--- config.mk ---
export PLATFORM = sky130hd
export DESIGN_NAME = tcw_ctrl
export DESIGN_NICKNAME = d
export VERILOG_FILES = /design/src/hw/rtl/tcw_pkg.sv /design/src/hw/rtl/tcw_ctrl.sv
export VERILOG_INCLUDE_DIRS = /design/src /design/src/hw/rtl
export SDC_FILE = /design/constraint.sdc
export NUM_CORES = 1
export LEC_CHECK = 0
export BUFFER_PORTS_ARGS = -buffer_cell sky130_fd_sc_hd__buf_2
export CAP_MARGIN = 20
export CORE_AREA = 2 2 39 41
export DETAILED_ROUTE_END_ITERATION = 7
export DIE_AREA = 0 0 41 43
export GPL_ROUTABILITY_DRIVEN = 0
export GPL_TIMING_DRIVEN = 0
export HOLD_SLACK_MARGIN = 0.06
export PLACE_DENSITY = 0.61
export SLEW_MARGIN = 5
export SYNTH_ARGS = -nofsm -noshare
export SYNTH_HDL_FRONTEND = slang
export SYNTH_SLANG_ARGS = --single-unit
--- constraint.sdc ---
create_clock -name i_clk -period 1.1 [get_ports i_clk]
set_clock_uncertainty 0.05 [all_clocks]
set_input_delay 0 -clock i_clk [delete_from_list [all_inputs] [get_ports i_clk]]
set_output_delay 0 -clock i_clk [all_outputs]
set_load 0.01 [all_outputs]
--- src/hw/rtl/text_console_writer_assert.svh ---
// assertion macros used by the console writer controller
`ifndef TEXT_CONSOLE_WRITER_ASSERT_SVH
`define TEXT_CONSOLE_WRITER_ASSERT_SVH

// same-cycle implication, sampled on i_clk, off while i_rst_n is low
`define TCW_ASSERT_NOW(lbl, ante, cons, msg) \
    lbl: assert property (@(posedge i_clk) disable iff (!i_rst_n) (ante) |-> (cons)) \
        else $error(msg);

// next-cycle implication, sampled on i_clk, off while i_rst_n is low
`define TCW_ASSERT_NEXT(lbl, ante, cons, msg) \
    lbl: assert property (@(posedge i_clk) disable iff (!i_rst_n) (ante) |=> (cons)) \
        else $error(msg);

`endif

--- src/hw/rtl/tcw_pkg.sv ---
// shared constants, types and helpers of the text console writer
package tcw_pkg;

    // grid geometry
    localparam int COLUMNS    = 80;
    localparam int ROWS       = 25;
    localparam int CELLS      = ROWS * COLUMNS;
    localparam int COPY_CELLS = (ROWS - 1) * COLUMNS;
    localparam int ADDR_W     = $clog2(CELLS);
    localparam int CNT_W      = $clog2(CELLS + 1);

    // field widths
    localparam int COL_W  = 7;
    localparam int ROW_W  = 5;
    localparam int CHAR_W = 8;
    localparam int ATTR_W = 8;
    localparam int CELL_W = CHAR_W + ATTR_W;

    // character codes and attribute
    localparam logic [CHAR_W-1:0] NEWLINE_CODE = 8'd10;
    localparam logic [CHAR_W-1:0] SPACE_CODE   = 8'd32;
    localparam logic [ATTR_W-1:0] TEXT_ATTR    = 8'd7;

    // request kinds
    localparam logic REQ_PUT  = 1'b0;
    localparam logic REQ_READ = 1'b1;

    typedef logic [ADDR_W-1:0] t_addr;
    typedef logic [CNT_W-1:0]  t_cnt;
    typedef logic [CELL_W-1:0] t_cell;

    typedef enum logic [2:0] {
        S_CLEAR,
        S_IDLE,
        S_EXEC,
        S_SCROLL,
        S_DONE
    } t_state;

    // cell store write source
    typedef enum logic [1:0] {
        WR_NONE,
        WR_ZERO,
        WR_PUT,
        WR_SCROLL
    } t_wsel;

    typedef struct packed {
        t_wsel wsel;
        logic  capture;
        logic  exec;
        logic  sweep_clr;
        logic  sweep_inc;
        logic  load_out;
    } t_cmd;

    typedef struct packed {
        logic is_read;
        logic need_scroll;
        logic clear_end;
        logic scroll_end;
    } t_sts;

    // linear cell address of a row and column
    function automatic t_addr cell_addr(input logic [ROW_W-1:0] row,
                                        input logic [COL_W-1:0] col);
        return t_addr'(int'(row) * COLUMNS + int'(col));
    endfunction

endpackage

--- src/hw/rtl/tcw_ctrl.sv ---
// controller: clear pass, transaction sequencing, scroll sweep and response handshake
`include "text_console_writer_assert.svh"

module tcw_ctrl (
    input  logic          i_clk,
    input  logic          i_rst_n,
    input  logic          i_in_valid,
    output logic          o_in_ready,
    output logic          o_out_valid,
    input  logic          i_out_ready,
    input  tcw_pkg::t_sts i_sts,
    output tcw_pkg::t_cmd o_cmd
);

    tcw_pkg::t_state r_state, n_state;
    logic            r_out_valid, n_out_valid;
    tcw_pkg::t_cmd   cmd;

    // state and response valid registers
    always_ff @(posedge i_clk) begin
        if (!i_rst_n) begin
            r_state     <= tcw_pkg::S_CLEAR;
            r_out_valid <= 1'b0;
        end else begin
            r_state     <= n_state;
            r_out_valid <= n_out_valid;
        end
    end

    // next state and commands
    always_comb begin
        n_state    = r_state;
        cmd        = '0;
        cmd.wsel   = tcw_pkg::WR_NONE;
        o_in_ready = 1'b0;
        case (r_state)
            tcw_pkg::S_CLEAR: begin
                cmd.wsel      = tcw_pkg::WR_ZERO;
                cmd.sweep_inc = 1'b1;
                if (i_sts.clear_end) begin
                    n_state = tcw_pkg::S_IDLE;
                end
            end
            tcw_pkg::S_IDLE: begin
                o_in_ready = 1'b1;
                if (i_in_valid) begin
                    cmd.capture = 1'b1;
                    n_state     = tcw_pkg::S_EXEC;
                end
            end
            tcw_pkg::S_EXEC: begin
                cmd.exec = 1'b1;
                n_state  = tcw_pkg::S_DONE;
                if (!i_sts.is_read) begin
                    cmd.wsel = tcw_pkg::WR_PUT;
                    if (i_sts.need_scroll) begin
                        cmd.sweep_clr = 1'b1;
                        n_state       = tcw_pkg::S_SCROLL;
                    end
                end
            end
            tcw_pkg::S_SCROLL: begin
                cmd.wsel      = tcw_pkg::WR_SCROLL;
                cmd.sweep_inc = !i_sts.scroll_end;
                if (i_sts.scroll_end) begin
                    n_state = tcw_pkg::S_DONE;
                end
            end
            tcw_pkg::S_DONE: begin
                if (!r_out_valid || i_out_ready) begin
                    cmd.load_out = 1'b1;
                    n_state      = tcw_pkg::S_IDLE;
                end
            end
            default: begin
                n_state = tcw_pkg::S_CLEAR;
            end
        endcase
    end

    // response valid: set on load, cleared when the transaction is taken
    always_comb begin
        if (cmd.load_out) begin
            n_out_valid = 1'b1;
        end else if (i_out_ready) begin
            n_out_valid = 1'b0;
        end else begin
            n_out_valid = r_out_valid;
        end
    end

    assign o_cmd       = cmd;
    assign o_out_valid = r_out_valid;

    `TCW_ASSERT_NEXT(a_accept_exec, i_in_valid && o_in_ready, r_state == tcw_pkg::S_EXEC, "accepted transaction not executed")
    `TCW_ASSERT_NOW(a_load_free, cmd.load_out, !r_out_valid || i_out_ready, "response overwritten before taken")
    `TCW_ASSERT_NOW(a_valid_src, $rose(r_out_valid), $past(cmd.load_out), "response valid without load")
    `TCW_ASSERT_NEXT(a_scroll_done, r_state == tcw_pkg::S_SCROLL && i_sts.scroll_end, r_state == tcw_pkg::S_DONE, "scroll sweep did not finish")

endmodule

## After elaboration in Yosys (flattened, before gate mapping)

Index checks and enable logic that the tools add are counted.

- Flip-flop bits (word level): 4
- Bits of input ports: 8
- Word-level logic and storage cells: 36

- Equality and inequality tests: 8
- Muxes and demuxes: 20
- Reduce and logical (&&, ||, !) cells: 6

Operators with widths:

| kind | count |
|---|---|
| 3-bit 2-to-1 mux | 6 |
| 3-bit one-hot mux with 5 select lines | 1 |
| 1-bit 2-to-1 mux | 9 |
| 2-bit != test (second input constant) | 4 |
| 3-bit by 2-bit equality test with 1-bit output (second input constant) | 2 |
| 2-bit one-hot mux with 3 select lines | 1 |
| 2-bit 2-to-1 mux | 2 |
| 4-bit AND reduction | 1 |
| 3-bit by 1-bit equality test with 1-bit output (second input constant) | 1 |
| 3-bit equality test (second input constant) | 1 |
| 3-bit zero test | 1 |
| 1-bit zero test | 2 |
| 1-bit one-hot mux with 2 select lines | 1 |
| 2-bit nonzero test | 1 |
| 1-bit logical OR | 1 |

## Logic depth before layout (Yosys ltp)

- Depth after elaboration: 5
- Depth in mapped cells: 5

## Least setup slack after synthesis

OpenSTA, ideal clock, no wires.

- Kind: register to register
- From: register r_state[1]
- To: register r_state[1]
- Library setup time: 122 ps
- Data arrival time: 1032 ps
- Setup slack: -104 ps
- Stages on the path, launching flop included: 6
- Buffers on the path: 1
- Clock period less this slack: 1204 ps
- Cells stage by stage: dfxtp_1 > buf_6 > nor2b_4 > o21ai_4 > nand2_2 > o311a_1

- Cells in the longest elaborated chain, start to end: 3
- Elaborated cells between the ends (all ways): 11
- Those cells by class: eq/ne (8); mux (1); reduce/logical (2)

RTL lines:

| what | RTL line | source |
|---|---|---|
| from (decl) | tcw_ctrl.sv:15 | `tcw_pkg::t_state r_state, n_state;` |
| from (signal assigned) | tcw_ctrl.sv:22 | `r_state <= tcw_pkg::S_CLEAR;` |
| from (signal assigned) | tcw_ctrl.sv:25 | `r_state <= n_state;` |
| 3-bit equality test, or another cell as far along | tcw_ctrl.sv:36 | `case (r_state)` |
| 2-bit != test (no line) | - |  |
| 4-bit AND reduction (no line) | - |  |

Parallel ways exist; a longest one is shown, timed or not.
A chain may end at the register's enable or synchronous reset.

## Final worst setup path

Ends and elaborated chain as after synthesis.

==> results.cfg <==
[run_status]
status = finished with violations
violations = setup timing

[clocking]
clkSinkCount = 4
cts-buffers-inserted = 3
htree_levels = 1
worstSkewPairLatency_ps = 240
clk_pin_slew_ps = 40
tritoncts = yes
clk_path_buf_depth = 2
cts-root-buf = clkbuf_4

[yosys]
postSynthCellCount = 41
synthXorXnorAreaFrac = 0.0270
synth_cell_types = 26
synth_area_per_cell_um2 = 7.90
synthAdderAreaFrac = 0
synth_top_family_by_area = simple AND/OR/NAND/NOR gates
syn-num-nets = 49
syn_area_um2 = 324
ys_warn_count = 0
ys_ff_latch = 4
seq_area_frac_synth = 0.247
synthMuxAreaShare = 0.0309
synth-simple-area-share = 0.355
synth_compound_area_frac = 0.232

[grt]
first_global_vias = 319
grt_usage = 0.109
grt_max_degree = 11
grt.overflow.total = 0
grt_pass1_wl_um = 1290
antenna_found_initial = 0

[hold_path]
worstHoldPathCells = 3
hp-class = primary input to flip-flop

[sta]
rsz0062_at_grt = true
slew_headroom = 0.868
min_period_ps = 1230
period_share = 1.12
worst_pin_slew_ps = 198
fmax_mhz = 814
setup_violations = 11
maxSlewViolCount = 0
setup_ws_ps = -128
hold_viol_final = 0

[floorplan]
design.die.area_mm2 = 0.00176
rows = 14
io-pin-count = 17
start_util = 0.234
die_x_um = 41
core_mm2 = 0.00138
die_height_um = 43

[critical_path]
worstPathMaxFanout = 8
required_ps = 1180
cp_cell_sequence = buf_6, nor2b_4, o21ai_4, nand2_2, o311a_1
cp.depth = 5
critPathSlowestCell = dfxtp_1
crit_family = compound AO/OA/AOI/OAI gates
worst_setup_path_end_kind = flip-flop
worst-r2r-setup-slack_ps = -130
crit_buf_inv = 1
worstPathArrival_ps = 1310
crit_type = flip-flop to flip-flop
cp_slowest_stage_delay_ps = 300
r2r_cells = 5
cp-start-kind = flip-flop

[place]
placed_cell_area_um2 = 438
port_buffers = 16
place_hpwl_um = 540
dpl_worst_slack_ps = -145
numPlacedInstances = 73

[routing]
routed_wl_um = 825
post_drt_wl_per_cell_um = 9.48
ant_nets = 0
drtPass1Iterations = 2
drtIter0Drc = 2
drc = 0
vias = 384
via_per_inst = 4.41

[final_layout]
diodes = 0
regArea_um2 = 85.1
n_fill_cell = 139
nets = 81
finalNonFillerCells = 87
drive_gt1_frac = 0.620
multi_input_area_um2 = 234
stdcell_area_um2 = 588
syn_to_final_growth_pct = 81.5

[run]
drv_cap = 0

[power]
power.density_mw_per_mm2 = 2720
leakage_nw = 0.305
irDropWorstVdd_v = 0.00111
[where the power goes]
part	switching (mW)	internal [mW]
Sequential	0.0577	0.210
Clock	0.0671	0.123
Combinational	0.509	0.634
[cell families after synthesis]
family / after synthesis
AO/OA/AOI/OAI: 9
flip-flops: 4
multiplexers: 1
AND/OR/NAND/NOR: 21
XOR/XNOR: 1
buffers and inverters: 5
[metal layers]
layer	global-route usage	part of all wire	vias up	wire length (µm)
met4	0.0800	0.024	0	20
met2	0.159	0.46	13	383
met3	0.0314	0.064	2	53
met5	0	0	-	0
met1	0.129	0.44	171	367
li1	-	-	198	-
[registers in the layout, indices dropped and copies added, names as in the netlist]
name and cells:
r_state 3, o_out_valid 1
[worst min-delay path: cells and delay by family]
family,cells,cell delay [ps]
AO/OA/AOI/OAI,1,80
AND/OR/NAND/NOR,1,110
buffers and inverters,1,80
[cells in the final DEF, fill, tap and decap left out, drive strengths merged, types with 2 or more instances in the layout]
cell,n
a21oi,2
buf,29
clkbuf,3
dfxtp,4
dlygate4sd3,2
nand2,4
nand2b,2
nor2,8
nor2b,2
o21ai,3
[per-stage QoR]
step / power [mW] / hold slack [ps] / utilization / setup TNS (ps)
finish: 1.60 / 45.2 / 0.425 / -847
global route: 1.73 / 82.2 / 0.425 / -1430
CTS: 1.48 / 29.4 / 0.384 / -1040
detailed placement: 1.08 / 219 / 0.316 / -291
global placement: 1.07 / 219 / 0.316 / -295
floorplan: 0.859 / 31.5 / - / -75.7
[repair_timing]
| action | in CTS | in global routing |
|---|---|---|
| pin swaps | 5 | 4 |
| resized for setup | 4 | 12 |
| hold endpoints to repair | 4 | 0 |
| setup buffers | 5 | 5 |
| endpoints found under the setup margin | 11 | 11 |
| hold buffers | 2 | 0 |
[cell type report]
| cell class | count | share of cell area |
|---|---|---|
| inverters | 1 | 0.00638 |
| flip-flops and latches | 4 | 0.145 |
| clock buffers | 3 | 0.0383 |
| multi-input cells | 32 | 0.398 |
| repair buffers | 28 | 0.328 |
| plain buffers | 3 | 0.0511 |
| well taps | 16 | 0.0340 |
[cells in the mapped netlist]
library cell  instances  area share
a21boi_0              1       0.023
a21o_1                1       0.023
a21oi_1               2       0.031
and2_1                1       0.019
and3_1                1       0.019
and3b_1               1       0.027
buf_2                 1       0.015
buf_4                 2       0.046
buf_6                 1       0.035
dfxtp_1               4        0.25
inv_1                 1       0.012
mux2i_1               1       0.031
nand2_1               3       0.035
nand2_2               1       0.019
nand2b_1              2       0.039
nand4b_1              1       0.027
nor2_1                8       0.093
nor2b_1               1       0.019
nor2b_4               1       0.042
nor3_1                1       0.015
o211a_1               1       0.031
o21ai_1               1       0.015
o21ai_2               1       0.027
o21ai_4               1       0.050
o311a_1               1       0.031
xor2_1                1       0.027
[final timing paths]
kind	to	startpoint
max	r_state[1]	r_state[1]
min reg2reg	o_out_valid	o_out_valid
min	o_out_valid	i_out_ready
max reg2reg	r_state[1]	r_state[1]
No activity file was read; power rests on OpenSTA's default activity.
